<file path="src/rtl/core/crou_pkg.sv">
// Package for the Cholesky rank-one update core.
// Holds the action codes, state encoding, cell control struct and saturation helper.
// No dependencies.
`default_nettype none
package crou_pkg;

   localparam int IDX_W  = 4;
   localparam int VAL_W  = 32;
   localparam int COEF_W = 18;
   localparam int PROD_W = VAL_W + COEF_W;
   localparam int SUM_W  = PROD_W + 1;
   localparam int FRAC_W = 16;

   typedef enum logic [1:0] {
      ACT_WR_FACTOR = 2'd0,
      ACT_WR_VECTOR = 2'd1,
      ACT_RUN       = 2'd2,
      ACT_NONE      = 2'd3
   } action_type;

   typedef enum logic [3:0] {
      ST_IDLE,
      ST_SQ,
      ST_RT,
      ST_RTW,
      ST_DV,
      ST_DVW,
      ST_MUL,
      ST_ROT,
      ST_EMIT
   } state_type;

   typedef struct packed {
      logic                     wr_factor;
      logic                     wr_vector;
      logic [IDX_W-1:0]         wr_row;
      logic [IDX_W-1:0]         wr_col;
      logic signed [VAL_W-1:0]  wr_data;
      logic                     load;
      logic                     mul_en;
      logic                     rot_en;
      logic                     diag_en;
      logic [IDX_W-1:0]         col;
      logic signed [COEF_W-1:0] c;
      logic signed [COEF_W-1:0] s;
      logic signed [VAL_W-1:0]  diag;
   } cell_ctl_type;

   // Q19.32 sum to Q16.16, floor, saturated
   function automatic logic signed [VAL_W-1:0] sat_q(input logic signed [SUM_W-1:0] x);
      logic signed [SUM_W-FRAC_W-1:0] sh;
      sh = x[SUM_W-1:FRAC_W];
      if (sh > (SUM_W-FRAC_W)'(signed'(33'sh0_7FFF_FFFF)))
         sat_q = 32'sh7FFF_FFFF;
      else if (sh < (SUM_W-FRAC_W)'(signed'(33'sh1_8000_0000)))
         sat_q = 32'sh8000_0000;
      else
         sat_q = sh[VAL_W-1:0];
   endfunction

endpackage
`default_nettype wire

</file>
<file path="src/rtl/core/crou_cell.sv">
// One row cell: stored factor row, vector entry, scratch copies and rotation datapath.
// Depends on crou_pkg.
`default_nettype none
module crou_cell #(
   parameter int DIM = 8,
   parameter int IDX = 0
) (
   input  wire logic                       clock,
   input  wire crou_pkg::cell_ctl_type     ctl,
   output logic signed [crou_pkg::VAL_W-1:0] sel_value,
   output logic signed [crou_pkg::VAL_W-1:0] vec_value
);
   import crou_pkg::*;

   localparam int CW = (DIM > 1) ? $clog2(DIM) : 1;
   localparam logic [IDX_W-1:0] ROW = IDX_W'(IDX);

   logic signed [VAL_W-1:0]  store_ff [DIM];
   logic signed [VAL_W-1:0]  work_ff  [DIM];
   logic signed [VAL_W-1:0]  vstore_ff;
   logic signed [VAL_W-1:0]  v_ff;
   logic signed [PROD_W-1:0] p_cv_ff, p_sl_ff, p_sv_ff, p_cl_ff;
   logic signed [VAL_W-1:0]  l_sel;
   logic signed [SUM_W-1:0]  v_sum, l_sum;
   logic [CW-1:0]            col_idx, wr_idx;

   assign col_idx = ctl.col[CW-1:0];
   assign wr_idx  = ctl.wr_col[CW-1:0];
   assign l_sel   = work_ff[col_idx];
   assign v_sum   = SUM_W'(p_cv_ff) - SUM_W'(p_sl_ff);
   assign l_sum   = SUM_W'(p_sv_ff) + SUM_W'(p_cl_ff);

   always_ff @(posedge clock) begin
      if (ctl.wr_factor && ctl.wr_row == ROW)
         store_ff[wr_idx] <= ctl.wr_data;
      if (ctl.wr_vector && ctl.wr_row == ROW)
         vstore_ff <= ctl.wr_data;
      if (ctl.load) begin
         work_ff <= store_ff;
         v_ff    <= vstore_ff;
      end else begin
         if (ctl.rot_en && ROW > ctl.col) begin
            v_ff             <= sat_q(v_sum);
            work_ff[col_idx] <= sat_q(l_sum);
         end
         if (ctl.diag_en && ROW == ctl.col)
            work_ff[col_idx] <= ctl.diag;
      end
      if (ctl.mul_en) begin
         p_cv_ff <= ctl.c * v_ff;
         p_sl_ff <= ctl.s * l_sel;
         p_sv_ff <= ctl.s * v_ff;
         p_cl_ff <= ctl.c * l_sel;
      end
   end

   assign sel_value = l_sel;
   assign vec_value = v_ff;
endmodule
`default_nettype wire

</file>
<file path="config.mk">
export PLATFORM = sky130hd
export DESIGN_NAME = crou_cell
export DESIGN_NICKNAME = d
export VERILOG_FILES = /design/src/rtl/core/crou_pkg.sv /design/src/rtl/core/crou_cell.sv
export SDC_FILE = /design/constraint.sdc
export NUM_CORES = 2
export LEC_CHECK = 0
export BUFFER_PORTS_ARGS = -buffer_cell sky130_fd_sc_hd__buf_2
export CORE_MARGIN = 1
export CORE_UTILIZATION = 65
export CTS_CLUSTER_SIZE = 20
export DETAILED_ROUTE_END_ITERATION = 8
export GPL_ROUTABILITY_DRIVEN = 0
export GPL_TIMING_DRIVEN = 0
export HOLD_SLACK_MARGIN = 0.08
export PLACE_DENSITY_LB_ADDON = 0.1
export SLEW_MARGIN = 20
export SYNTH_ARGS = -nofsm -noshare
export SYNTH_HDL_FRONTEND = slang
export SYNTH_SLANG_ARGS = --single-unit
</file>
<file path="constraint.sdc">
create_clock -name clock -period 9.8 [get_ports clock]
set_input_delay 0.98 -clock clock [delete_from_list [all_inputs] [get_ports clock]]
set_output_delay 0.98 -clock clock [all_outputs]
set_load 0.1 [all_outputs]
</file>
=== Word level (Yosys, flattened, before mapping) ===
Cells that the tools add are included.

* Add/sub/neg operators: 2
* $mul: 4
* $lt $le $gt $ge: 9
* Mux-type cells: 22
* Bitwise operators: 2
* Reduce and logical (&&, ||, !) cells: 9

{| class="wikitable"
|+ Operator list
! operator !! count
|-
| $mux 256 || 4
|-
| $bwmux 256 || 3
|-
| $mux 32 || 12
|-
| $mul 18x32->50 || 4
|-
| $demux 32 s3 || 2
|-
| $bmux 32 s3 || 1
|-
| $gt 35x32->1 const B || 2
|-
| $lt 35x32->1 const B || 2
|-
| $add 50x50->51 || 1
|-
| $sub 50x50->51 || 1
|-
| $ge 4x4->1 const B || 2
|-
| $logic_not 4->1 || 2
|-
| $lt 4x1->1 const B || 2
|-
| $not 3->4 || 2
|-
| $logic_and 1x1->1 || 6
|-
| $gt 1x4->1 const A || 1
|-
| $reduce_bool 2->1 || 1
|}

* Bits in registers: 776
* Bits of input ports: 119
* Output and inout port bits: 64

=== Depth between registers and ports, before layout ===
* Depth in word-level cells: 12
* Gate-level depth with buffers: 33
* Mapped depth without buffers: 30

=== Worst setup path after synthesis ===
No wires, ideal clock.

* Path type: input port to flip-flop
* Start: input ctl[68] in the netlist's numbering
* End: register p_sl_ff[48] (data pin)
* Library setup time: 0.277 ns
* Arrival time: 9.047 ns
* Path slack: 0.476 ns
* Cell stages on the path: 27
* Cell sequence: nor3b_1 -> clkbuf_1 -> clkbuf_1 -> a22oi_1 -> nand3_1 -> clkbuf_1 -> nand2_1 -> fa_1 -> fa_1 -> fa_1 -> fa_1 -> inv_1 -> fa_1 -> inv_1 -> fa_1 -> inv_1 -> ha_1 -> a21oi_1 -> nand3b_1 -> o31ai_1 -> nor3_1 -> or3_1 -> o211ai_1 -> a311oi_1 -> o21a_1 -> o21ai_0 -> o311ai_0

* Cells in the longest elaborated chain, start to end: 5

{| class="wikitable"
|+ Ends and longest elaborated chain
! element !! RTL line !! source
|-
| start: declaration || crou_cell.sv:9 || <nowiki>input wire crou_pkg::cell_ctl_type ctl,</nowiki>
|-
| $not 3->4 (not written as such) || crou_cell.sv:29 || <nowiki>assign l_sel = work_ff[col_idx];</nowiki>
|-
| $bmux 32 s3 || crou_cell.sv:29 ||
|-
| $mux 32 (not written as such) (2 in series) || crou_cell.sv:29 ||
|-
| via sel_value (one bit) || crou_cell.sv:10 || <nowiki>output logic signed [crou_pkg::VAL_W-1:0] sel_value,</nowiki>
|-
| $mul 18x32->50 || crou_cell.sv:51 || <nowiki>p_sl_ff <= ctl.s * l_sel;</nowiki>
|-
| end signal: assignment || crou_cell.sv:51 ||
|-
| end: declaration || crou_cell.sv:22 || <nowiki>logic signed [PROD_W-1:0] p_cv_ff, p_sl_ff, p_sv_ff, p_cl_ff;</nowiki>
|}

The timed path passes the listed nets, and every way through them passes these cells. The select of a mux whose other input is x is not followed.
A chain may end at the register's enable or synchronous reset.

=== Worst setup path after layout ===
* Start: input ctl[70] in the netlist's numbering
* End: register p_sl_ff[49] (data pin)

* Cells in the longest elaborated chain, start to end: 5

{| class="wikitable"
|+ Ends and longest elaborated chain
! element !! RTL line
|-
| $not 3->4 (not written as such) || crou_cell.sv:29
|-
| $bmux 32 s3 || crou_cell.sv:29
|-
| $mux 32 (not written as such) (2 in series) || crou_cell.sv:29
|-
| $mul 18x32->50 || crou_cell.sv:51
|}

Every way passes these cells. The select of a mux whose other input is x is not followed.

==> metrics.txt <==
H-tree depth=3; Startpoint Class=input port; Global Route Usage Sum=38.13%; routed len/inst=24.27 um; total CTS buffers=68; Worst Path Arrival=10.03 ns; Remaining DRCs=0; Post-synth ARST share=0%; Hold Path Depth=1; outcome=finished clean; EDFF count, synth=676; Post-Syn Area=65930 um2; sequential-to-total area share from yosys stat=30.79%; CP endpoint kind=register; period utilization=98.91%; die height=320.5 um; Worst path most repeated cell=fa_1; slew at the pin closest to its max-slew limit=1.212 ns; synthesis-to-finish area growth=8.652%; Syn. warnings=0; syn nets=7617; clk sinks=676; vias per inst=5.939; setup violators final=0; row count=116; initial DRC count=4631; initial cell density of the core=65.74%; number of global-route vias before repair=48350; Worst Hold Path EP=work_ff[58]$_DFFE_PP_; I/O pins=183; drt total wl=189100 um; Max transition margin=19.21%; Worst Setup SP=ctl[70]; placed cells=7662; hold_buf cts=0; Final Max Slew Viols=0; maximum clock frequency=103.2 MHz; Hold Slack=0.5112 ns; die area=102700 um2; Die X=320.5 um; number of synthesized register bits=676; PortBufs=180; non-filler instance count after layout=7791; router iterations before antenna repair=7; Max FO, Critical Path=10; Vias=46270; Cells after Synth=6101; CP max stage cell=fa_1; Max Cap Viol=0; RR Endpoint=p_cv_ff[49]$_DFFE_PP_; core area=100300 um2; remaining global-route overflow=0; first-pass GRT wire length=285600 um; Setup Skew=0.02865 ns; DPL Wire Length=150600 um; HP Start=store_ff[58]$_DFFE_PP_; Clk pin slew, worst setup/hold paths=0.06 ns; Routed Antenna Nets=0; pin count of the biggest net entering global routing=55; flop2flop setup slack=1.19 ns; HP Class=register to register; Min Clock Period, post-route=9.693 ns; layout cells sized above 1=6.740%; Final Hold Fails=0; Reg2Reg Depth=26; Crit Path Class=input port to register; CTS tree=done; Root Buffer=clkbuf_16; Critical Path Max Stage Delay=0.60 ns; Clk Latency, worst-skew pair=0.62 ns; nets=7889; Syn Area/Cell=10.81 um2; Reg-to-Reg Start=vec_value[14]$_DFFE_PP_; CP Data Required Time=10.13 ns; Synth Flop Type=edfxtp_1; post-synth cell types=78; initial antenna violation count=15; CTS Buffer Depth=3
cells in the mapped netlist (all sizes together) (19+ instances only):
cell	number	area [um2]
nand2b	40	257.7
a22o	65	569.3
inv	1250	4692
xnor2	95	832.1
edfxtp	676	20300
o21ai	73	365.4
a21oi	158	809.5
a221oi	34	297.8
nor2b	57	356.6
nand2	794	2980
and2	617	3860
nor2	118	442.9
clkbuf	273	1025
a21o	67	503.0
nand3	61	310.3
nor3	25	125.1
xor2	37	324.1
nand4	19	118.9
ha	291	3641
fa	1106	22140
a22oi	65	488.0
cells in the final DEF, fill, tap and decap left out, types with 10 or more instances in the layout:
cell	n
and3_1	18
and2_1	616
a22o_1	65
inv_1	1250
clkinv_1	15
fa_1	1106
diode_2	10
nor3_1	22
o21ai_0	67
a22oi_1	65
clkbuf_16	68
nor2_1	111
nand3_2	19
o21a_1	13
a221oi_1	33
edfxtp_1	676
clkbuf_2	41
nand3_1	35
a21o_1	67
buf_2	186
nand2_1	794
ha_1	291
clkbuf_1	227
a21oi_1	153
xnor2_1	95
nand4_1	19
xor2_1	37
nand2b_1	38
o21bai_1	18
or3_1	10
nor2b_1	57
routing by layer:
metal  share of wire, %  track usage [%]  vias up
li1                   -                -    19520
met1                 36            48.81    23490
met2                 48            61.55     2663
met3                 10            8.164      594
met4                5.8            19.95        8
met5              0.038                0        -
critical path, delay by kind of cell:
kind | cells | cell delay, ns
xor gates and xnor gates | 1 | 0.15
buffers and inverters | 8 | 2.08
adders and majority gates | 7 | 3.60
and+or+nand+nor | 6 | 1.68
AOI/OAI and AO/OA | 6 | 1.50
final cells by class:
type                    instances  area [um2]
inverters                    1251        4696
repair buffers                204        1354
well taps                    1357        1698
clock inverters                48       540.5
plain buffers                 281        1172
multi-input cells            3891       40130
clock buffers                  73        1720
fillers                      7311       28660
flip-flops and latches        676       20300
diodes                         10       25.02
state kept, by name, indices dropped and copies added, names as in the netlist:
register and count:
store_ff 256, work_ff 256, vec_value 32, p_sl_ff 50, vstore_ff 32, p_cv_ff 50
metrics by stage:
step	setup slack (ns)	setup TNS [ns]	util [%]	cell area, um2
after floorplan	0.4760	0	-	65930
after global routing	-0.01688	-0.01688	71.40	71610
after CTS	0.01689	0	71.24	71450
final	0.1072	0	71.42	71630
after global placement	-1.907	-38.39	68.33	68530
after detailed placement	-2.033	-41.64	68.86	69060
cell families (layout without fill, tap and decap cells):
family                   Yosys count  count (layout)  synth area share, %
AND/OR/NAND/NOR                 1783            1783                13.40
buffers and inverters           1534            1857                8.776
adder cells (fa/ha/maj)         1397            1397                39.11
flip-flops                       676             676                30.79
AO/OA/AOI/OAI                    579             579                6.176
XOR/XNOR                         132             132                1.754
other                              0              10                    0
worst max-delay path by stage:
stage                       endpoint  slack, ns  depth (start not counted)
3_5_place_dp   p_sl_ff[48]$_DFFE_PP_      -2.03                         28
2_1_floorplan  p_sl_ff[48]$_DFFE_PP_       0.48                         27
5_1_grt        p_sl_ff[48]$_DFFE_PP_      -0.02                         29
4_1_cts        p_sl_ff[49]$_DFFE_PP_       0.02                         27
3_3_place_gp   p_sl_ff[48]$_DFFE_PP_      -1.91                         28
6_report       p_sl_ff[49]$_DFFE_PP_       0.11                         28
what timing repair did:
item                                    in CTS  in global routing
hold endpoints to repair                     0                  0
endpoints found under the setup margin      32                 10
buffers inserted                             0                  0
resized for setup                           41                 87
Power is not shown: default switching activity piles up to over one toggle a cycle in this logic, so the estimate is an artifact.
