File: src/rtl/core/crou_div.sv
// Restoring divider, one quotient bit per cycle, 17-bit quotient.
// Caller guarantees the quotient fits; depends on nothing.
`default_nettype none
module crou_div (
   input  wire logic        clock,
   input  wire logic        reset,
   input  wire logic        start,
   input  wire logic [47:0] num,
   input  wire logic [31:0] den,
   output logic             busy,
   output logic [16:0]      quo
);
   logic [31:0] rem_ff, rem_in;
   logic [16:0] num_ff, num_in;
   logic [16:0] quo_ff, quo_in;
   logic [31:0] den_ff, den_in;
   logic [4:0]  cnt_ff, cnt_in;
   logic        busy_ff, busy_in;
   logic [32:0] rem2;
   logic        ge;

   always_comb begin
      rem2    = {rem_ff, num_ff[16]};
      ge      = rem2 >= {1'b0, den_ff};
      rem_in  = rem_ff;
      num_in  = num_ff;
      quo_in  = quo_ff;
      den_in  = den_ff;
      cnt_in  = cnt_ff;
      busy_in = busy_ff;
      if (start) begin
         rem_in  = {1'b0, num[47:17]};
         num_in  = num[16:0];
         quo_in  = '0;
         den_in  = den;
         cnt_in  = 5'd17;
         busy_in = 1'b1;
      end else if (busy_ff) begin
         rem_in = ge ? 32'(rem2 - {1'b0, den_ff}) : rem2[31:0];
         quo_in = {quo_ff[15:0], ge};
         num_in = {num_ff[15:0], 1'b0};
         cnt_in = cnt_ff - 5'd1;
         if (cnt_ff == 5'd1)
            busy_in = 1'b0;
      end
   end

   always_ff @(posedge clock) begin
      if (reset) begin
         busy_ff <= 1'b0;
         cnt_ff  <= '0;
      end else begin
         busy_ff <= busy_in;
         cnt_ff  <= cnt_in;
      end
      rem_ff <= rem_in;
      num_ff <= num_in;
      quo_ff <= quo_in;
      den_ff <= den_in;
   end

   assign busy = busy_ff;
   assign quo  = quo_ff;
endmodule
`default_nettype wire

File: config.mk
export PLATFORM = sky130hd
export DESIGN_NAME = crou_div
export DESIGN_NICKNAME = d
export VERILOG_FILES = /design/src/rtl/core/crou_div.sv
export SDC_FILE = /design/constraint.sdc
export NUM_CORES = 1
export LEC_CHECK = 0
export BUFFER_PORTS_ARGS = -buffer_cell sky130_fd_sc_hd__buf_2
export CAP_MARGIN = 20
export CORE_ASPECT_RATIO = 1.75
export CORE_UTILIZATION = 35
export CTS_CLUSTER_SIZE = 25
export DETAILED_ROUTE_END_ITERATION = 12
export PLACE_DENSITY = 0.57
export SLEW_MARGIN = 20
export SYNTH_ARGS = -nofsm -noshare
export SYNTH_HDL_FRONTEND = slang
export SYNTH_SLANG_ARGS = --single-unit
File: constraint.sdc
create_clock -name clock -period 3.3 [get_ports clock]
set_clock_uncertainty 0.2 [all_clocks]
set_input_delay 0.165 -clock clock [delete_from_list [all_inputs] [get_ports clock]]
set_output_delay 0.165 -clock clock [all_outputs]
set_load 0.05 [all_outputs]
; After elaboration in Yosys (flattened, before gate mapping)
; Index checks and enable logic that the tools add are counted.
[classes]
n_addsub = 2
n_lt_le_gt_ge = 1
n_eq_ne = 1
mux = 10
n_reduce_logical = 2
[ops]
columns = operator, n
row1 = $mux W31, 2
row2 = $mux W17, 2
row3 = $ge A33 B32 Y1, 1
row4 = $mux W32, 1
row5 = $sub A32 B32 Y32, 1
row6 = $mux W5, 2
row7 = $eq A5 B1 Y1 const B, 1
row8 = $sub A5 B1 Y5 const B, 1
row9 = $mux W1, 3
row10 = $reduce_bool A2 Y1, 1
row11 = $reduce_or A2 Y1, 1
[word_totals]
reg_bits = 104
elab_cells = 24

; Depth between registers and ports, before layout
; Gate-level depths: netlist (run 1).
[logic_depth]
depth_word = 4
ltp_mapped = 12

; Worst setup path after synthesis (run 1)
; OpenSTA, ideal clock, no wires.
[synth_timing]
kind = register to register
from = reg num_ff[16]
to = reg rem_ff[20] (data pin)
setup_ns = 0.261
t_arrival_ns = 2.690
required_time_ns = 2.839
path_slack_ns = 0.149
stages_incl_launch_ff = 13
n_path_buf = 0
synth_period_minus_slack_ns = 3.151
cell_sequence = edfxtp_1 -> inv_1 -> ha_1 -> inv_1 -> fa_1 -> a21o_1 -> a221oi_4 -> o221ai_2 -> a41o_1 -> o22ai_2 -> o21ai_1 -> xor2_1 -> a221o_1
[synth_between]
elab_chain_cells = 4
word_cells_on_any_way = 5
classes_between = add/sub: 1 / order compare: 1 / mux: 3
[synth_lines]
columns = item, line
row1 = "start, declared", 14  ; logic [16:0] num_ff, num_in;
row2 = "start signal, assigned", 57  ; num_ff <= num_in;
row3 = $sub A32 B32 Y32 or $ge A33 B32 Y1 (tied branches), "39, 24"
row4 = $mux W32 *, 39  ; rem_in = ge ? 32'(rem2 - {1'b0, den_ff}) : rem2[31:0];
row5 = $mux W31 *, 38  ; end else if (busy_ff) begin
row6 = $mux W31 *, 31  ; if (start) begin
row7 = named net rem_in[20], 13  ; logic [31:0] rem_ff, rem_in;
row8 = "end signal, assigned", 56  ; rem_ff <= rem_in;
row9 = "end, declared", 13
; Mark *: on every way through the listed nets, which the timed path passes. The rest lies on a longest branch. The select of a mux whose other input is x is not followed.
; A chain may end at the register's enable or synchronous reset.

; Worst setup path in the final report (run 1)
[layout_timing]
from = reg num_ff[16]
to = reg rem_ff[24] (data pin)
; The elaborated chain is that of the path after synthesis.

==> results of run 1 <==
-- timing repair --
item                                    4_1_cts  5_1_grt
endpoints found under the setup margin        4       29
buffers inserted                              0        5
hold buffers                                 79        0
gates resized for setup                       1       14
pin swaps                                     3        9
hold endpoints to repair                     84        0
-- area by class of cell --
class | instances | area, um2 | area share
flip-flops and latches | 104 | 2880 | 0.353
multi-input cells | 406 | 3020 | 0.371
inverters | 44 | 165 | 0.0202
repair buffers | 203 | 1510 | 0.185
clock inverters | 7 | 66.3 | 0.00813
clock buffers | 9 | 225 | 0.0276
well taps | 227 | 284 | 0.0348
-- critical path, cell delays in order (launching register included) --
cell	delay, ns
edfxtp_1	0.39
inv_1	0.08
ha_2	0.18
inv_2	0.04
fa_2	0.36
a21o_1	0.21
a221oi_4	0.32
o221ai_4	0.19
nand2_1	0.10
or4bb_1	0.45
xnor2_2	0.19
o211ai_1	0.12
o21a_1	0.15
-- per-layer routing --
layer  vias up  share of wire
met5         -              0
met4         0          0.025
met3        21          0.026
met2       100           0.55
met1      2434           0.40
li1       2519              -
-- stage by stage --
stage / cell area, um2 / hold WS [ns] / cells
floorplan: 6130 / 0.0341 / 582
global placement: 6970 / 0.142 / 900
detailed placement: 6970 / 0.143 / 900
CTS: 8060 / 0.00602 / 995
global route: 8160 / 0.0416 / 1000
finish: 8160 / 0.0216 / 1000
-- cell usage after synthesis (all sizes together) (4+ instances only) --
library cell  number
ha                34
dfxtp             24
nand2             40
o21ai             32
clkbuf            17
a211oi            10
nor3              12
o211ai             4
mux2              25
mux2i             18
nand2b             5
nor2b              5
a21oi             36
nand4              8
xor2              12
xnor2             16
nand3              5
nor4               4
nor2              47
and3               9
o31ai              4
a221o              8
a21o              14
buf               11
edfxtp            80
inv               44
a31oi              4
o21a              12
-- worst paths after layout --
path,startpoint,to,cells after the start
worst max-delay path,num_ff[16],rem_ff[24],12
worst min-delay path,num[30],rem_ff[13],3
worst max register to register,num_ff[16],rem_ff[24],12
worst min register to register,cnt_ff[1],cnt_ff[1],2
-- power groups by stage --
stage | combinational, W | clock (W) | sequential, W
after floorplan | 0.00151 | 0 | 0.00174
after global placement | 0.00201 | 0 | 0.00177
after detailed placement | 0.00203 | 0 | 0.00177
after CTS | 0.00213 | 0.00111 | 0.00174
after global routing | 0.00243 | 0.00114 | 0.00176
final | 0.00220 | 0.00107 | 0.00174
-- cell families (layout without fill, tap and decap cells) --
kind of cell    count (synthesis)  in the layout  synth area share
simple gates                  150            150             0.119
xor+xnor                       28             28            0.0400
buf+inv                        72            263            0.0480
mux                            43             43            0.0753
flops                         104            104             0.470
fa+ha+maj                      35             35            0.0727
compound gates                150            150             0.174
-- sequential cells by signal (all words and copies together), names as in the netlist --
| name | flops |
|---|---|
| den_ff | 32 |
| rem_ff | 32 |
| num_ff | 17 |
| quo | 17 |
| cnt_ff | 5 |
| busy | 1 |
==> results.json, run 1 <==
{
  "status": "finished, final reports clean",
  "ys_async_sr_fraction": 0,
  "initial_core_util": 0.360,
  "num_antenna_cells": 0,
  "crit_fanout": 5,
  "antenna_found_initial": 0,
  "cts.sinks": 104,
  "power.density_nw_per_um2": 615,
  "final_cell_mix": "buf_2, edfxtp_1, dlygate4sd3_1",
  "num_io_pins": 101,
  "arrival_ns": 3.14,
  "vias": 5074,
  "core-area_um2": 17000,
  "drtIter0Drc": 194,
  "dp_slack_ns": -0.0176,
  "drc_errors": 0,
  "grt_pass1_wl_um": 24900,
  "final_common_cell": "buf_2",
  "busiest_layer": "met2",
  "root_buffer": "clkbuf_16",
  "clockPowerShare": 0.214,
  "htreeDepth": 3,
  "antenna_left": 0,
  "worst_pin_slew_ns": 0.696,
  "synthesis.nets": 700,
  "grt_pass1_vias": 5250,
  "fillers": 1661,
  "cp-end-kind": "register",
  "synth_edf_count": 80,
  "synthCells": 582,
  "clk_latency_ns": 0.35,
  "final_max_slew_viol_count": 0,
  "cts_tree": "yes",
  "area_delta_synth_final_pct": 33.1,
  "netlist.area_leader.share": 0.392,
  "syn_area_per_cell_um2": 10.5,
  "grt.met2_usage": 0.333,
  "syn_area_um2": 6130,
  "hp-class": "in2reg",
  "die_area_um2": 18100,
  "period_needed_ns": 3.22,
  "slew_headroom": 0.536,
  "synthTopCellsByArea": "edfxtp_1, dfxtp_1, ha_1",
  "critPathKind": "reg2reg",
  "path_clk_slew_ns": 0.08,
  "ys.flop_type": "edfxtp_1",
  "p_sw_w": 0.00183,
  "met1_usage": 0.197,
  "combPwrFrac": 0.439,
  "seq_area_frac_synth": 0.470,
  "port_buffers": 100,
  "num_rows": 63,
  "total_leakage_power_nw": 3.46,
  "drive_gt1_frac": 0.247,
  "gp_congestion": 0.807,
  "finalPower_w": 0.00501,
  "ys_ff_latch": 104,
  "worstSetupStartpointType": "register",
  "drt_pass1_iterations": 5,
  "p_int_w": 0.00319,
  "dp_hpwl_um": 11000,
  "grt_max_degree": 61,
  "setup_ws_ns": 0.0773,
  "grt_setup_unrepaired": "true",
  "post-route-util": 0.479,
  "dieHeight_um": 177,
  "cap_viol_max_count": 0,
  "yosysWarnings": 0,
  "overflow": 0,
  "final_nets": 886,
  "setup-tns-final_ns": 0,
  "fin_crit_sh": 0.977,
  "wl_per_cell_um": 15.6,
  "peakVddDrop_mv": 0.277,
  "routed_via_density": 5.07,
  "grt_use_total": 0.177,
  "finalHoldViolations": 0,
  "max_freq_mhz": 310,
  "swShare": 0.365,
  "numCtsBuffers": 9,
  "p_seq_frac": 0.347,
  "synth_top_area_cell": "edfxtp_1",
  "finalSetupViolations": 0,
  "grt_use_met3": 0.0190,
  "critical_path_required_ns": 3.21,
  "rrSetupSlack_ns": 0.08,
  "routed_wl_um": 15600,
  "fp.dieW_um": 102,
  "synth_cell_types": 65,
  "cts_max_path_buffers": 2
}
No activity file was read; power rests on OpenSTA's default activity.
==> run 2: changes to the inputs <==
- BUFFER_PORTS_ARGS: -buffer_cell sky130_fd_sc_hd__buf_2 -> -buffer_cell sky130_fd_sc_hd__buf_4
- CORE_ASPECT_RATIO: 1.75 -> 1.25
==> run 2 against run 1 <==
Effect of this change:
- combinational power up 8%
- total power up 4.1%
- clock power up 4%
- count of clock-buffer cells in the layout up 1
- core utilization up 2.5 points
- global-route usage down 0.65 points
- maximum frequency down 0.19%
- routed wire length down 1.9%
- final cell count down 0.10%
- via count up 0.12%
- final area up 5.0%
- first-iteration DRC count up 21%
==> results.json, run 2 (synthesized netlist as in run 1, its figures left out) <==
{
  "fillers": 1603,
  "antenna_found_initial": 0,
  "max_freq_mhz": 310,
  "area_delta_synth_final_pct": 39.7,
  "hp-class": "in2reg",
  "vias": 5080,
  "grt_pass1_wl_um": 24400,
  "hp-start": "start",
  "cp-end-kind": "register",
  "fp.dieW_um": 120,
  "setup_ws_ns": 0.0711,
  "reg_top3": "den_ff (32), rem_ff (32)",
  "peakVddDrop_mv": 0.310,
  "seq_area_um2": 2880,
  "grt_max_degree": 64,
  "num_rows": 53,
  "crit_fanout": 6,
  "drtIter0Drc": 235,
  "critical_path_required_ns": 3.33,
  "routed_via_density": 5.09,
  "cts.sinks": 104,
  "final_cell_mix": "buf_4, edfxtp_1, dlygate4sd3_1",
  "worst_pin_slew_ns": 0.864,
  "numCtsBuffers": 9,
  "fin_crit_sh": 0.978,
  "final_max_slew_viol_count": 0,
  "finalHoldViolations": 0,
  "period_needed_ns": 3.23,
  "gp_congestion": 0.857,
  "wl_per_cell_um": 15.3,
  "arrival_ns": 3.26,
  "status": "finished, final reports clean",
  "drive_gt1_frac": 0.263,
  "root_buffer": "clkbuf_16",
  "core-area_um2": 17000,
  "dp_hpwl_um": 9910,
  "antenna_left": 0,
  "grt_pass1_vias": 5088,
  "cts_tree": "yes",
  "final_nets": 892,
  "initial_core_util": 0.361,
  "total_leakage_power_nw": 3.58,
  "hold_path_depth": 2,
  "overflow": 0,
  "rr_worst_depth": 13,
  "multi_input_area_um2": 3080,
  "grt_setup_unrepaired": "true",
  "r2r-end": "rem_ff[29]",
  "drt_pass1_iterations": 4,
  "num_antenna_cells": 0,
  "routed_wl_um": 15300,
  "critPathKind": "reg2reg",
  "cts_max_path_buffers": 2,
  "final_area_um2": 8560,
  "grt_use_total": 0.170,
  "finalSetupViolations": 0,
  "die_area_um2": 18000,
  "port_buffers": 100,
  "path_clk_slew_ns": 0.08,
  "worstSetupStartpointType": "register",
  "num_io_pins": 101,
  "dpl_cell_area_um2": 7180,
  "dp_slack_ns": -0.0228,
  "r2r_start": "rem_ff[10]",
  "power.density_nw_per_um2": 610,
  "setup-tns-final_ns": 0,
  "slew_headroom": 0.423,
  "hold_path_end": "quo[4]",
  "htreeDepth": 3,
  "rrSetupSlack_ns": 0.07,
  "drc_errors": 0,
  "cap_viol_max_count": 0,
  "final_common_cell": "buf_4",
  "clk_latency_ns": 0.36,
  "dieHeight_um": 150
}
-- run 2: cell count changes in the layout (fill, tap and decap cells not counted), sizes merged --
cell | previous run | this run
buf | 124 | 126
clkbuf | 9 | 13
dlygate4sd3 | 79 | 80
clkinv | 3 | 2
-- run 2: worst max-delay path by stage --
stage	from	to	slack, ns	cells after the start
floorplan	num_ff[16]	rem_ff[20]	0.15	12
global placement	num_ff[16]	rem_ff[20]	0.009	12
detailed placement	num_ff[16]	rem_ff[20]	-0.02	12
CTS	num_ff[16]	rem_ff[30]	0.01	13
global route	rem_ff[10]	rem_ff[26]	-0.04	12
finish	rem_ff[10]	rem_ff[29]	0.07	13
-- run 2: cell type report --
type	count	share of cell area
sequential	104	0.337
inverter	44	0.0193
timing repair buffer	209	0.217
clock inverter	6	0.00672
tap	220	0.0321
multi-input combinational	406	0.359
clock buffer	10	0.0292
-- run 2: report_power, final --
group / switching, W / internal, W / total [W]
sequential: 0.0000981 / 0.00164 / 0.00174
clock: 0.000533 / 0.000575 / 0.00111
combinational: 0.00122 / 0.00115 / 0.00237
-- run 2: repair_timing --
action                                  CTS  global route
resized for setup                         1            23
hold buffers                             80             0
gates cloned                              0             3
endpoints found under the setup margin    2            14
hold endpoints to repair                 85             0
pin swaps                                 3            15
setup buffers                             1             9
-- run 2: metrics by stage --
stage / utilization / hold WS (ns) / instances / total power (W)
finish: 0.504 / 0.0362 / 999 / 0.00522
global route: 0.504 / 0.0550 / 999 / 0.00556
CTS: 0.490 / 0.0349 / 987 / 0.00499
detailed placement: 0.423 / 0.144 / 890 / 0.00377
global placement: 0.423 / 0.145 / 890 / 0.00374
floorplan: - / 0.0341 / 582 / 0.00326
-- run 2: worst max-delay path, stage by stage (launching register included) --
cell	delay, ns
edfxtp_1	0.42
ha_1	0.36
buf_4	0.16
and3_1	0.14
a221o_1	0.38
a31oi_2	0.25
a21oi_2	0.12
a21oi_4	0.26
buf_12	0.15
buf_2	0.18
buf_4	0.15
a21oi_1	0.06
o21ai_0	0.11
o21a_1	0.14
-- run 2: routing by layer --
layer | track usage | share of wire | routed length (um)
met5 | 0 | 0 | 0
met4 | 0.0593 | 0.017 | 253
met3 | 0.0313 | 0.035 | 540
met2 | 0.295 | 0.50 | 7680
met1 | 0.212 | 0.44 | 6790
==> run 3: changes to the inputs <==
- PLACE_DENSITY: 0.57 -> 0.56
==> run 3 against run 2 <==
Effect of this change:
- hold slack improved by 0.064 ns
- maximum frequency is 0.37% higher
- clock power fell by 9%
- non-clock buffer count unchanged
- final area fell by 1.5%
- critical path type unchanged
==> results.json, run 3 (synthesized netlist as in run 1, its figures left out) <==
{
  "grt_setup_unrepaired": "true",
  "routed_via_density": 5.03,
  "setup-tns-final_ns": 0,
  "fin_crit_sh": 0.975,
  "dp_slack_ns": -0.0362,
  "swShare": 0.353,
  "r2r_start": "num_ff[16]",
  "drtIter0Drc": 263,
  "critPathBufInv": 2,
  "antenna_found_initial": 0,
  "numCtsBuffers": 9,
  "peakVddDrop_mv": 0.259,
  "antenna_left": 0,
  "final_area_um2": 8440,
  "p_seq_frac": 0.348,
  "power.density_nw_per_um2": 591,
  "final_cell_mix": "buf_4, dlygate4sd3_1, edfxtp_1",
  "initial_core_util": 0.361,
  "cap_viol_max_count": 0,
  "setup_ws_ns": 0.0829,
  "post-route-util": 0.497,
  "dp_hpwl_um": 10400,
  "clk_latency_ns": 0.36,
  "clockPowerShare": 0.203,
  "cp-end-kind": "register",
  "period_needed_ns": 3.22,
  "drt_pass1_iterations": 4,
  "reg_top3": "den_ff (32), rem_ff (32)",
  "path_clk_slew_ns": 0.07,
  "port_buffers": 100,
  "drive_gt1_frac": 0.255,
  "grt_max_degree": 61,
  "critical_path_required_ns": 3.22,
  "grt_pass1_wl_um": 24400,
  "fp.dieW_um": 120,
  "wl_per_cell_um": 14.9,
  "core-area_um2": 17000,
  "combPwrFrac": 0.449,
  "num_io_pins": 101,
  "grt_use_total": 0.171,
  "status": "finished, final reports clean",
  "critical-path-top-delay-family": "compound AO/OA/AOI/OAI gates",
  "fillers": 1606,
  "grt_pass1_vias": 5087,
  "num_antenna_cells": 0,
  "crit_path_cell_trace": "inv_1 > ha_2 > inv_2 > fa_2 > a21o_1 > a221oi_4 > o221ai_4 > nand2_1 > or4bb_4 > xnor2_2 > o211ai_1 > o21a_1",
  "dieHeight_um": 150,
  "critPathKind": "reg2reg",
  "arrival_ns": 3.13,
  "crit_fanout": 5,
  "p_sw_w": 0.00176,
  "area_delta_synth_final_pct": 37.7,
  "htreeDepth": 3,
  "gp_congestion": 0.864,
  "routed_wl_um": 14900,
  "final_nets": 892,
  "p_int_w": 0.00323,
  "cp_slowest_cell": "or4bb_4",
  "worst_pin_slew_ns": 0.717,
  "finalHoldViolations": 0,
  "final_max_slew_viol_count": 0,
  "root_buffer": "clkbuf_16",
  "worstSetupStartpointType": "register",
  "cts_max_path_buffers": 2,
  "slew_headroom": 0.522,
  "final_common_cell": "buf_4",
  "drc_errors": 0,
  "dpl_cell_area_um2": 7250,
  "overflow": 0,
  "max_freq_mhz": 311,
  "total_leakage_power_nw": 3.54,
  "vias": 5026,
  "cts.sinks": 104,
  "num_rows": 53,
  "hp-class": "in2reg",
  "whs_ns": 0.100,
  "critPathMaxStageDelay_ns": 0.47,
  "hp-start": "num[36]",
  "crit_path_start": "num_ff[16]",
  "finalSetupViolations": 0,
  "die_area_um2": 18000,
  "cts_tree": "yes"
}
run 3: path summary, 6_finish.rpt:
kind	slack [ns]	end	cells past startpoint
worst min register to register	0.31	cnt_ff[1]	2
worst max register to register	0.08	rem_ff[24]	12
worst max-delay path	0.08	rem_ff[24]	12
worst min-delay path	0.10	rem_ff[19]	3
run 3: layer usage:
layer	track usage	vias to the layer above	wire (um)
met5	0	-	0
met4	0.0716	0	258
met3	0.0240	16	588
met2	0.295	123	7480
met1	0.215	2356	6590
li1	-	2531	-
run 3: power groups by stage:
stage	sequential [W]	clock (W)	combinational (W)
floorplan	0.00174	0	0.00151
global placement	0.00176	0	0.00204
detailed placement	0.00176	0	0.00207
CTS	0.00174	0.00104	0.00217
global route	0.00176	0.00109	0.00249
finish	0.00174	0.00101	0.00224
run 3: worst reg2reg max path: stages, from the launching register on:
cell      delay (ns)
edfxtp_1        0.40
inv_1           0.08
ha_2            0.18
inv_2           0.04
fa_2            0.35
a21o_1          0.21
a221oi_4        0.32
o221ai_4        0.19
nand2_1         0.09
or4bb_4         0.47
xnor2_2         0.20
o211ai_1        0.11
o21a_1          0.15
run 3: through the flow:
stage / power, W / std cells
3_5_place_dp: 0.00383 / 899
3_3_place_gp: 0.00380 / 899
2_1_floorplan: 0.00326 / 582
5_1_grt: 0.00533 / 999
6_report: 0.00499 / 999
4_1_cts: 0.00495 / 996
run 3: final cells by class:
cell class / instances / area, um2 / share of cell area
timing repair buffer: 209 / 1810 / 0.214
tap: 220 / 275 / 0.0326
clock inverter: 6 / 42.5 / 0.00504
inverter: 44 / 165 / 0.0196
sequential: 104 / 2880 / 0.342
multi-input combinational: 406 / 3040 / 0.360
clock buffer: 10 / 229 / 0.0271
run 3: what timing repair did:
item                                    in CTS  in global routing
pin swaps                                    4                  9
gates resized for setup                      1                 15
setup buffers                                0                  3
hold endpoints to repair                    85                  0
hold buffers                                81                  0
endpoints found under the setup margin       5                 26
