$ cat config.mk
export PLATFORM = sky130hd
export DESIGN_NAME = crou_sqrt
export DESIGN_NICKNAME = d
export VERILOG_FILES = /design/src/rtl/core/crou_sqrt.sv
export SDC_FILE = /design/constraint.sdc
export NUM_CORES = 1
export LEC_CHECK = 0
export ABC_AREA = 1
export BUFFER_PORTS_ARGS = -buffer_cell sky130_fd_sc_hd__buf_2
export CAP_MARGIN = 0
export CORE_ASPECT_RATIO = 0.8
export CORE_MARGIN = 2
export CORE_UTILIZATION = 48
export CTS_BUF_LIST = sky130_fd_sc_hd__clkbuf_8
export DETAILED_ROUTE_END_ITERATION = 16
export PLACE_DENSITY = 0.78
export SYNTH_ARGS = -nofsm -noshare
export SYNTH_HDL_FRONTEND = slang
export SYNTH_SLANG_ARGS = --single-unit
$ cat constraint.sdc
create_clock -name clock -period 3.65 [get_ports clock]
set_clock_uncertainty 0.1 [all_clocks]
set_input_delay 0.73 -clock clock [delete_from_list [all_inputs] [get_ports clock]]
set_output_delay 0.73 -clock clock [all_outputs]
set_load 0.01 [all_outputs]
$ cat src/rtl/core/crou_sqrt.sv
// Bit-serial integer square root, two radicand bits per cycle.
// Depends on nothing.
`default_nettype none
module crou_sqrt (
   input  wire logic        clock,
   input  wire logic        reset,
   input  wire logic        start,
   input  wire logic [63:0] radicand,
   output logic             busy,
   output logic [31:0]      root
);
   logic [63:0] rad_ff, rad_in;
   logic [34:0] rem_ff, rem_in;
   logic [31:0] root_ff, root_in;
   logic [5:0]  cnt_ff, cnt_in;
   logic        busy_ff, busy_in;
   logic [34:0] rem2;
   logic [34:0] trial;

   always_comb begin
      rem2    = {rem_ff[32:0], rad_ff[63:62]};
      trial   = {1'b0, root_ff, 2'b01};
      rad_in  = rad_ff;
      rem_in  = rem_ff;
      root_in = root_ff;
      cnt_in  = cnt_ff;
      busy_in = busy_ff;
      if (start) begin
         rad_in  = radicand;
         rem_in  = '0;
         root_in = '0;
         cnt_in  = 6'd32;
         busy_in = 1'b1;
      end else if (busy_ff) begin
         rad_in = {rad_ff[61:0], 2'b00};
         if (rem2 >= trial) begin
            rem_in  = rem2 - trial;
            root_in = {root_ff[30:0], 1'b1};
         end else begin
            rem_in  = rem2;
            root_in = {root_ff[30:0], 1'b0};
         end
         cnt_in = cnt_ff - 6'd1;
         if (cnt_ff == 6'd1)
            busy_in = 1'b0;
      end
   end

   always_ff @(posedge clock) begin
      if (reset) begin
         busy_ff <= 1'b0;
         cnt_ff  <= '0;
      end else begin
         busy_ff <= busy_in;
         cnt_ff  <= cnt_in;
      end
      rad_ff  <= rad_in;
      rem_ff  <= rem_in;
      root_ff <= root_in;
   end

   assign busy = busy_ff;
   assign root = root_ff;
endmodule
`default_nettype wire

## Word-level counts from Yosys, hierarchy flattened

Index checks and enable logic that the tools add are counted.

| cells by class | value |
|---|---|
| $add $sub $neg | 2 |
| magnitude comparators | 1 |
| eq/ne operators | 1 |
| multiplexer cells | 9 |
| reduce and logical (&&, ||, !) cells | 2 |

Operator list:

| operator | count |
|---|---|
| 64-bit 2-to-1 mux | 2 |
| 35-bit by 34-bit greater-or-equal comparator with 1-bit output | 1 |
| 33-bit 2-to-1 mux | 1 |
| 33-bit subtractor | 1 |
| 6-bit 2-to-1 mux | 2 |
| 6-bit by 1-bit equality test with 1-bit output (second input constant) | 1 |
| 6-bit by 1-bit subtractor with 6-bit output (second input constant) | 1 |
| 1-bit 2-to-1 mux | 4 |
| 2-bit nonzero test | 1 |
| 2-bit OR reduction | 1 |

| storage, ports and cells | value |
|---|---|
| register bits | 136 |
| input bits | 67 |
| word-level logic and storage cells | 21 |

## Longest topological paths before layout

Gate-level depths: netlist of the first run.

| logic depth | value |
|---|---|
| depth in word-level cells | 4 |
| gate-level depth with buffers | 17 |
| mapped depth without buffers | 16 |

## Worst setup path before layout of the first run

OpenSTA, ideal clock, no wires.

| timing | value |
|---|---|
| path kind | input to register |
| start | in start |
| end | reg rad_ff[0] (enable) |
| library setup time | 0.453 ns |
| arrival time | 3.155 ns |
| required time | 3.097 ns |
| path slack | -0.059 ns |
| stages on the path | 4 |
| buffers on the path | 2 |
| path through | clkbuf_1 > nor2_1 > inv_1 > buf_1 |

| on the way | value |
|---|---|
| longest elaborated chain between the ends | 1 |

Ends and longest elaborated chain:

| element | line | source |
|---|---|---|
| start, declared | 7 | `input wire logic start,` |
| 2-bit nonzero test (no source line) | n/a |  |
| end signal, assigned | 57 | `rad_ff <= rad_in;` |
| end, declared | 12 | `logic [63:0] rad_ff, rad_in;` |

Every way passes these cells.
A chain may end at the register's enable or synchronous reset.

## Worst setup path in the final report of the first run

| timing | value |
|---|---|
| start | reg root_ff[16] (netlist: root[16]) |
| end | reg rem_ff[28] |

| on the way | value |
|---|---|
| longest elaborated chain between the ends | 2 |

Ends and longest elaborated chain:

| element | line | source |
|---|---|---|
| start, declared | 14 | `logic [31:0] root_ff, root_in;` |
| start signal, assigned | 59 | `root_ff <= root_in;` |
| 33-bit subtractor / 35-bit by 34-bit greater-or-equal comparator with 1-bit output (equally long branches) | 37, 36 |  |
| 33-bit 2-to-1 mux * | 36 | `if (rem2 >= trial) begin` |
| end signal, assigned | 58 | `rem_ff <= rem_in;` |
| end, declared | 13 | `logic [34:0] rem_ff, rem_in;` |

Mark *: on every way between the ends. The rest lies on a longest branch, timed or not.

==> metrics.yaml, run 1 <==
timing.fmax_mhz: 361
fp.dieH_um: 120
reg2reg_depth: 14
first_global_vias: 6699
maxCapViolCount: 0
synth_flop_cell: "dfxtp_1"
clk_root_buffer_cell: "clkbuf_8"
period_share_pct: 75.8
cts_tree: "yes"
p_leak_nw: 4.93
min_from: "reset"
critPathBufInv: 3
synthArstFlopShare_pct: 0
via_per_inst: 4.97
ys_seq_area_share_pct: 41.6
drive_above_1_share_pct: 13.2
io_pins: 100
fp.dieW_um: 149
tightest_slew_ns: 1.14
dpl.hpwl_mm: 14.7
overflow: 0
synth_area_um2: 8090
synth_top_area_cell: "nand2_1"
slew_violations: 0
syn_area_per_cell_um2: 6.90
ys_seq_elements: 136
path_class: "reg2reg"
fin_nets: 1366
stdcell_count: 1496
multi_input_area_um2: 3990
antenna_found_initial: 0
ys_warn_count: 0
num_antenna_cells: 0
reg2reg_slack_ns: 0.88
tns_ns: 0
clk_latency_ns: 0.47
cts_made_buffers: 17
ys_types: 34
r2r-start: "root[16]"
critPathMaxStageDelay_ns: 0.37
synth_edf_count: 64
core_area_um2: 16500
syn2layout_area_growth_pct: 13.7
min_path_cells: 2
synth_most_common_cell: "nand2_1"
required_ns: 3.92
hold_viol_final: 0
vias: 7436
wl_per_cell_um: 13.2
maxSlewHeadroom_pct: 24.0
cp_slowest_cell: "ha_1"
cts.hold.buffers_added: 0
path_max_fanout: 35
cts_buffer_depth: 2
syn_nets: 1275
dr.pass1.iters: 5
drtIter0Drc: 588
path_cells: "inv_1 > ha_1 > nand2_1 > inv_2 > nand2_1 > inv_1 > a21oi_2 > nand3_1 > nand2_4 > nand2_8 > nand2_2 > nand2_1 > nand2_1 > nand2_1"
whs_ns: 0.348
arrival_ns: 3.03
die_area_um2: 17900
cts_sinks: 136
dp_cells: 1464
final-seq-area_um2: 3360
finalCriticalPeriod_ns: 2.77
preCtsSetupSlack_ns: 0.900
grt_pass1_wl_mm: 32.3
row_count: 42
setup_ws_ns: 0.882
status: "finished, final reports clean"
powerDensity_nw_per_um2: 795
syn_inst: 1172
r2r-end: "rem_ff[28]"
grt.total_usage_pct: 22.8
ant_nets: 0
synth_top_area_share_pct: 25.5
critPathCaptureType: "flop"
yosys-top-cells-count: "nand2_1 (550), inv_1 (146), nand3_1 (75)"
hold_class: "in2reg"
portBuffers: 99
rsz0062_at_grt: "false"
finish.utilization_pct: 55.7
cpMostUsedCell: "nand2_1"
remaining_drc_errors: 0
cts_htree_levels: 4
place_congestion: 0.983
ir_drop_v: 0.000406
finalWirelength_mm: 19.8
setup_viol: 0
post_cts_resized: 0
startpoint_type: "flop"
synthTopCellsByArea: "nand2_1 (26%), edfxtp_1 (24%), dfxtp_1 (18%)"
initial_utilization_pct: 49.0
postCtsSetupBuffers: 0
cts.reportedPaths.clkPinSlew_ns: 0.09
hold_end: "cnt_ff[5]"
cp_top_family: "simple AND/OR/NAND/NOR gates"
fill_cells: 1588
grt_max_degree: 64
[flip-flops by register name (all words and copies together) (netlist names)]
name / count
rad_ff: 64
root: 32
rem_ff: 33
busy: 1
cnt_ff: 6
[cell type report]
class                           instances  share of cell area (%)
Tap cell                              220                    2.99
Sequential cell                       136                    36.6
Clock buffer                           17                    2.55
Multi-Input combinational cell        847                    43.4
Timing Repair Buffer                  105                    5.88
Clock inverter                         15                    2.20
Inverter                              156                    6.38
[stage by stage]
step	instance area (um2)	power, mW
after floorplan	8090	5.03
after global placement	8760	5.86
after detailed placement	8760	5.91
after CTS	9190	7.27
after global routing	9190	7.97
final	9190	7.31
[worst max path at each step]
| stage | start | to | slack (ns) | depth (start not counted) |
|---|---|---|---|---|
| 6_report | root[16] | rem_ff[28] | 0.88 | 14 |
| 5_1_grt | root[20] | rem_ff[28] | 0.63 | 14 |
| 4_1_cts | root[20] | rem_ff[28] | 0.89 | 14 |
| 3_5_place_dp | root[20] | rem_ff[28] | 0.90 | 14 |
| 3_3_place_gp | root[20] | rem_ff[26] | 0.97 | 14 |
| 2_1_floorplan | start | rad_ff[0] | 0.02 | 4 |
[metal layers]
metal  wire length, um  GRT usage, %  part of all wire [%]
met5                 0             0                     0
met4               254          5.83                   1.3
met3              1430          6.01                   7.2
met2              8460          33.4                    43
met1              9680          33.3                    49
[worst register-to-register path, stage by stage (launching register included)]
cell and delay [ns]:
dfxtp_1 0.33, inv_1 0.07, ha_1 0.37, nand2_1 0.15, inv_2 0.05, nand2_1 0.12
inv_1 0.09, a21oi_2 0.19, nand3_1 0.17, nand2_4 0.34, nand2_8 0.25, nand2_2 0.23
nand2_1 0.09, nand2_1 0.08, nand2_1 0.05
[cells by family after synthesis]
logic type               share of synthesized area, %
AO/OA/AOI/OAI                                    5.23
XOR/XNOR                                         1.73
adder cells (fa/ha/maj)                          5.57
buffers and inverters                            9.14
flip-flops                                       41.6
AND/OR/NAND/NOR                                  36.7
[layout by cell type, fill, tap and decap left out, types with 6 or more instances in the layout]
cell type / synthesis / layout
a21oi_1: 27 / 27
nand3b_1: 8 / 8
buf_2: 6 / 99
xor2_1: 16 / 16
inv_2: 10 / 10
nand4_1: 10 / 10
nand3_1: 75 / 75
inv_1: 146 / 145
clkbuf_8: 0 / 17
nand2_1: 550 / 550
inv_6: 0 / 6
o22ai_1: 31 / 31
nor2_2: 8 / 10
dfxtp_1: 72 / 72
ha_1: 36 / 36
nor2_1: 53 / 51
buf_4: 0 / 6
edfxtp_1: 64 / 64
[power by group]
part / internal, mW / leakage, nW / switching, mW
Combinational: 1.29 / 3.47 / 2.79
Sequential: 1.78 / 1.24 / 0.0934
Clock: 0.649 / 0.217 / 0.698
(Power assumes the default switching activity.)
==> run 2, diff against run 1 <==
--- a/config.mk
+++ b/config.mk
@@ -13,7 +13,7 @@
 export CORE_UTILIZATION = 48
 export CTS_BUF_LIST = sky130_fd_sc_hd__clkbuf_8
 export DETAILED_ROUTE_END_ITERATION = 16
-export PLACE_DENSITY = 0.78
+export PLACE_DENSITY = 0.75
 export SYNTH_ARGS = -nofsm -noshare
 export SYNTH_HDL_FRONTEND = slang
 export SYNTH_SLANG_ARGS = --single-unit
==> constraint.sdc (replaced) <==
create_clock -name clock -period 2.55 [get_ports clock]
set_clock_uncertainty 0.1 [all_clocks]
set_input_delay 0.51 -clock clock [delete_from_list [all_inputs] [get_ports clock]]
set_output_delay 0.51 -clock clock [all_outputs]
set_load 0.01 [all_outputs]
==> run 2 against run 1 <==
Net effect:
- flip-flop and latch count unchanged
- power up 47%
- non-clock buffer count up 16
- die area unchanged
- count of clock-buffer cells in the layout unchanged
- routed wire length up 4.3%
- final cell count up 1.0%
- critical path type unchanged
==> metrics.yaml, run 2 (synthesis results as in run 1) <==
core_area_um2: 16500
finalCriticalPeriod_ns: 2.36
startpoint_type: "flop"
hold_viol_final: 0
via_per_inst: 4.92
portBuffers: 99
drtIter0Drc: 520
min_from: "reset"
fp.dieH_um: 120
clk_root_buffer_cell: "clkbuf_8"
finalWirelength_mm: 20.7
path_class: "reg2reg"
status: "finished, final reports clean"
fp.dieW_um: 149
largest_reg_flops: 64
arrival_ns: 2.60
io_pins: 100
fin_nets: 1382
fin_total_pwr_mw: 10.7
r2r-start: "root[19]"
dr.pass1.iters: 5
most-common-layout-cells: "nand2_1 (547), inv_1 (145), buf_2 (99), nand3_1 (74), dfxtp_1 (72)"
dpl.hpwl_mm: 15.5
cts.reportedPaths.clkPinSlew_ns: 0.08
critPathCaptureType: "flop"
wl_per_cell_um: 13.7
r2r-end: "rem_ff[17]"
cpMostUsedCell: "nand3_1"
period_share_pct: 92.4
ant_nets: 0
cts_htree_levels: 4
timing.fmax_mhz: 424
grt_pass1_wl_mm: 33.8
first_global_vias: 7096
initial_utilization_pct: 49.0
ir_drop_v: 0.000687
cts_tree: "yes"
antenna_found_initial: 0
hold_end: "cnt_ff[5]"
finish.utilization_pct: 56.9
powerDensity_nw_per_um2: 1140
reg2reg_depth: 14
setup_viol: 0
placed_cell_area_um2: 8900
cts_buffer_depth: 2
path_max_fanout: 13
fin_area_um2: 9390
final_common_cell: "nand2_1"
maxCapViolCount: 0
vias: 7428
syn2layout_area_growth_pct: 16.1
die_area_um2: 17900
min_path_cells: 2
required_ns: 2.80
maxSlewHeadroom_pct: 61.0
overflow: 0
reg2reg_slack_ns: 0.19
cts_made_buffers: 17
num_antenna_cells: 0
slew_violations: 0
hold_class: "in2reg"
regMostFlops: "rad_ff"
cts_sinks: 136
stdcell_count: 1511
clk_latency_ns: 0.46
dp_cells: 1480
remaining_drc_errors: 0
p_leak_nw: 5.00
grt_max_degree: 62
drive_above_1_share_pct: 15.8
cts.hold.buffers_added: 0
path_cells: "inv_1 > ha_1 > nand2_2 > nor2_2 > nand2_1 > nor2_2 > nand3_1 > nand2_2 > nor2_8 > nand2_8 > buf_12 > nand3_1 > nand3_1 > nand2_1"
place_congestion: 0.937
grt.total_usage_pct: 23.8
row_count: 42
critPathMaxStageDelay_ns: 0.39
tightest_slew_ns: 0.585
cp_slowest_cell: "ha_1"
run 2: cell count changes in the layout (fill, tap and decap cells not counted), sizes merged:
cell / before / now
buf: 105 / 121
clkinvlp: 1 / 2
clkinv: 4 / 5
inv: 164 / 161
run 2: repair_timing:
action | 4_1_cts | 5_1_grt
resized for setup | 0 | 22
buffers inserted | 0 | 0
setup endpoints to repair | 0 | 33
run 2: worst max-delay path by stage:
stage                   from    endpoint  slack [ns]  cells past startpoint
global route        root[27]   rem_ff[4]       -0.01                     15
global placement    root[16]  rem_ff[29]        0.02                     13
detailed placement  root[16]   rem_ff[4]        0.03                     12
floorplan              start   rad_ff[0]        0.04                      4
CTS                 root[16]   rem_ff[4]        0.03                     12
finish              root[19]  rem_ff[17]        0.19                     14
run 2: layout make-up:
cell class              instances  area [um2]
flip-flops and latches        136        3360
clock inverters                14         164
fillers                      1659        7110
inverters                     156         587
repair buffers                121         689
multi-input cells             847        4070
clock buffers                  17         234
well taps                     220         275
run 2: metal layers:
metal | global-route usage [%] | share of wire [%] | vias to the layer above
met3 | 5.32 | 5.1 | 32
met2 | 35.5 | 43 | 161
met5 | 0 | 0 | -
li1 | - | - | 3896
met4 | 7.44 | 1.4 | 0
met1 | 34.3 | 50 | 3339
run 2: through the flow:
stage	setup TNS (ns)	hold slack [ns]	setup WS (ns)
floorplan	0	0.330	0.0356
global placement	0	0.348	0.0243
detailed placement	0	0.354	0.0250
CTS	0	0.120	0.0253
global route	-0.0141	0.136	-0.0141
finish	0	0.139	0.193
run 2: power breakdown:
group / total (mW) / switching, mW / internal [mW]
registers: 2.69 / 0.140 / 2.55
logic: 6.23 / 4.09 / 2.14
clock network: 1.83 / 0.937 / 0.889
run 2: critical path, delay by kind of cell, from the launching register on:
| family | cells | cell delay, ns |
|---|---|---|
| fa+ha+maj | 1 | 0.39 |
| simple gates | 11 | 1.22 |
| flops | 1 | 0.33 |
| buf+inv | 2 | 0.21 |
==> run 3, diff against run 2 <==
--- a/config.mk
+++ b/config.mk
@@ -8,11 +8,11 @@
 export ABC_AREA = 1
 export BUFFER_PORTS_ARGS = -buffer_cell sky130_fd_sc_hd__buf_2
 export CAP_MARGIN = 0
-export CORE_ASPECT_RATIO = 0.8
 export CORE_MARGIN = 2
 export CORE_UTILIZATION = 48
 export CTS_BUF_LIST = sky130_fd_sc_hd__clkbuf_8
 export DETAILED_ROUTE_END_ITERATION = 16
+export HOLD_SLACK_MARGIN = 0.05
 export PLACE_DENSITY = 0.75
 export SYNTH_ARGS = -nofsm -noshare
 export SYNTH_HDL_FRONTEND = slang
==> run 3 against run 2 <==
Net effect:
- fmax is 1.2% lower
- flip-flop and latch count stayed put
- design area hardly changed
- sequential share of layout area hardly changed
- global-route usage is 0.33 points lower
- power is 0.44% lower
- setup slack worse by 0.029 ns
- first-iteration DRC count is 25% lower
- final cell count is 0.46% higher
- largest cell class unchanged
- largest power group unchanged
==> metrics.yaml, run 3 (synthesis results as in run 1) <==
min_path_cells: 2
antenna_found_initial: 0
p_leak_nw: 5.04
cts_htree_levels: 4
setup_ws_ns: 0.164
path_max_fanout: 22
via_per_inst: 4.88
ir_drop_v: 0.000606
placed_cell_area_um2: 8970
p_sw_mw: 5.16
slew_violations: 0
path_class: "reg2reg"
hold_end: "cnt_ff[5]"
io_pins: 100
die_area_um2: 17900
stdcell_count: 1518
vias: 7408
multi_input_area_um2: 4010
fin_nets: 1388
syn2layout_area_growth_pct: 16.0
largest_reg_flops: 64
preCtsSetupSlack_ns: 0.0907
cts_tree: "yes"
fin_area_um2: 9380
core_area_um2: 16500
remaining_drc_errors: 0
row_count: 47
sw_frac_of_total_pct: 48.2
drtIter0Drc: 390
r2r-end: "rem_ff[11]"
cts.hold.buffers_added: 0
reg2reg_depth: 15
reg2reg_slack_ns: 0.16
cts_made_buffers: 17
dr.pass1.iters: 5
critPathCaptureType: "flop"
timing.fmax_mhz: 419
required_ns: 2.81
most-common-layout-cells: "nand2_1 (548), inv_1 (145), buf_2 (99), nand3_1 (74), dfxtp_1 (72)"
cts.reportedPaths.clkPinSlew_ns: 0.08
finalWirelength_mm: 20.4
fill_cells: 1648
arrival_ns: 2.65
grt_pass1_wl_mm: 33.5
startpoint_type: "flop"
ant_nets: 0
grt.total_usage_pct: 23.5
initial_utilization_pct: 48.9
first_global_vias: 7153
fp.dieH_um: 134
wl_per_cell_um: 13.5
final_common_cell: "nand2_1"
tns_ns: 0
cts_buffer_depth: 2
clk_root_buffer_cell: "clkbuf_8"
cts_sinks: 136
num_antenna_cells: 0
clk_latency_ns: 0.46
final-seq-area_um2: 3360
hold_viol_final: 0
powerDensity_nw_per_um2: 1140
p_clk_share_pct: 16.3
power.internal_mw: 5.54
tightest_slew_ns: 0.385
maxCapViolCount: 0
fin_total_pwr_mw: 10.7
drive_above_1_share_pct: 14.9
dpl.hpwl_mm: 15.4
setup_viol: 0
grt_max_degree: 71
pwr-share-seq_pct: 25.1
min_from: "reset"
period_share_pct: 93.6
dp_cells: 1484
r2r-start: "root[16]"
regMostFlops: "rad_ff"
overflow: 0
maxSlewHeadroom_pct: 74.3
whs_ns: 0.160
status: "finished, final reports clean"
fp.dieW_um: 134
combPwrFrac_pct: 58.5
finalCriticalPeriod_ns: 2.39
place_congestion: 1.00
portBuffers: 99
finish.utilization_pct: 56.8
hold_class: "in2reg"
==> run 3: cell types whose count changed in the layout (fill, tap and decap cells not counted), moves of 2 or more <==
| cell | delta |
|---|---|
| ha_1 | +10 |
| ha_2 | -8 |
| buf_4 | +4 |
| a21oi_1 | +3 |
| buf_12 | +3 |
| nor2_2 | -3 |
| a21oi_2 | -2 |
| clkinvlp_4 | +2 |
| ha_4 | -2 |
| nand2_2 | -2 |
| nor2_1 | +2 |
==> run 3: cell type report <==
type,instances,share of cell area (%)
Clock buffer,17,2.49
Clock inverter,15,1.53
Inverter,156,6.25
Multi-Input combinational cell,847,42.8
Sequential cell,136,35.8
Tap cell,220,2.93
Timing Repair Buffer,127,8.19
==> run 3: power groups by stage <==
| stage | sequential, mW | combinational, mW | clock (mW) |
|---|---|---|---|
| after CTS | 2.69 | 6.16 | 1.79 |
| after detailed placement | 2.74 | 6.14 | 0 |
| after global routing | 2.72 | 7.06 | 1.87 |
| final | 2.69 | 6.26 | 1.75 |
| after floorplan | 2.70 | 4.49 | 0 |
| after global placement | 2.73 | 6.11 | 0 |
==> run 3: how the worst max path moves through the flow <==
stage | startpoint | to | cells past startpoint
2_1_floorplan | start | rad_ff[0] | 4
3_3_place_gp | root[16] | rem_ff[25] | 12
3_5_place_dp | root[16] | rem_ff[31] | 14
4_1_cts | root[16] | rem_ff[31] | 14
5_1_grt | root[16] | rem_ff[10] | 13
6_report | root[16] | rem_ff[11] | 15
==> run 3: timing repair <==
item	4_1_cts	5_1_grt
setup buffers	0	2
resized for setup	0	6
hold endpoints to repair	0	0
setup endpoints to repair	0	25
==> run 3: layer usage <==
| metal | part of all wire [%] | wire (um) | global-route usage, % |
|---|---|---|---|
| met1 | 46 | 9370 | 30.7 |
| met2 | 46 | 9360 | 38.3 |
| met3 | 6.2 | 1260 | 5.29 |
| met4 | 2.2 | 442 | 8.81 |
| met5 | 0 | 0 | 0 |
==> run 3: worst max-delay path, cell delays in order, from the launching register on <==
cell	delay, ns
dfxtp_1	0.33
inv_1	0.07
ha_1	0.36
nand2_1	0.16
inv_2	0.05
nand2_1	0.13
inv_1	0.09
a21oi_2	0.21
nand3_2	0.14
nand2_4	0.13
nand2_8	0.14
buf_12	0.18
nand2_1	0.06
nand2_1	0.05
nand2_1	0.05
nand2_1	0.04
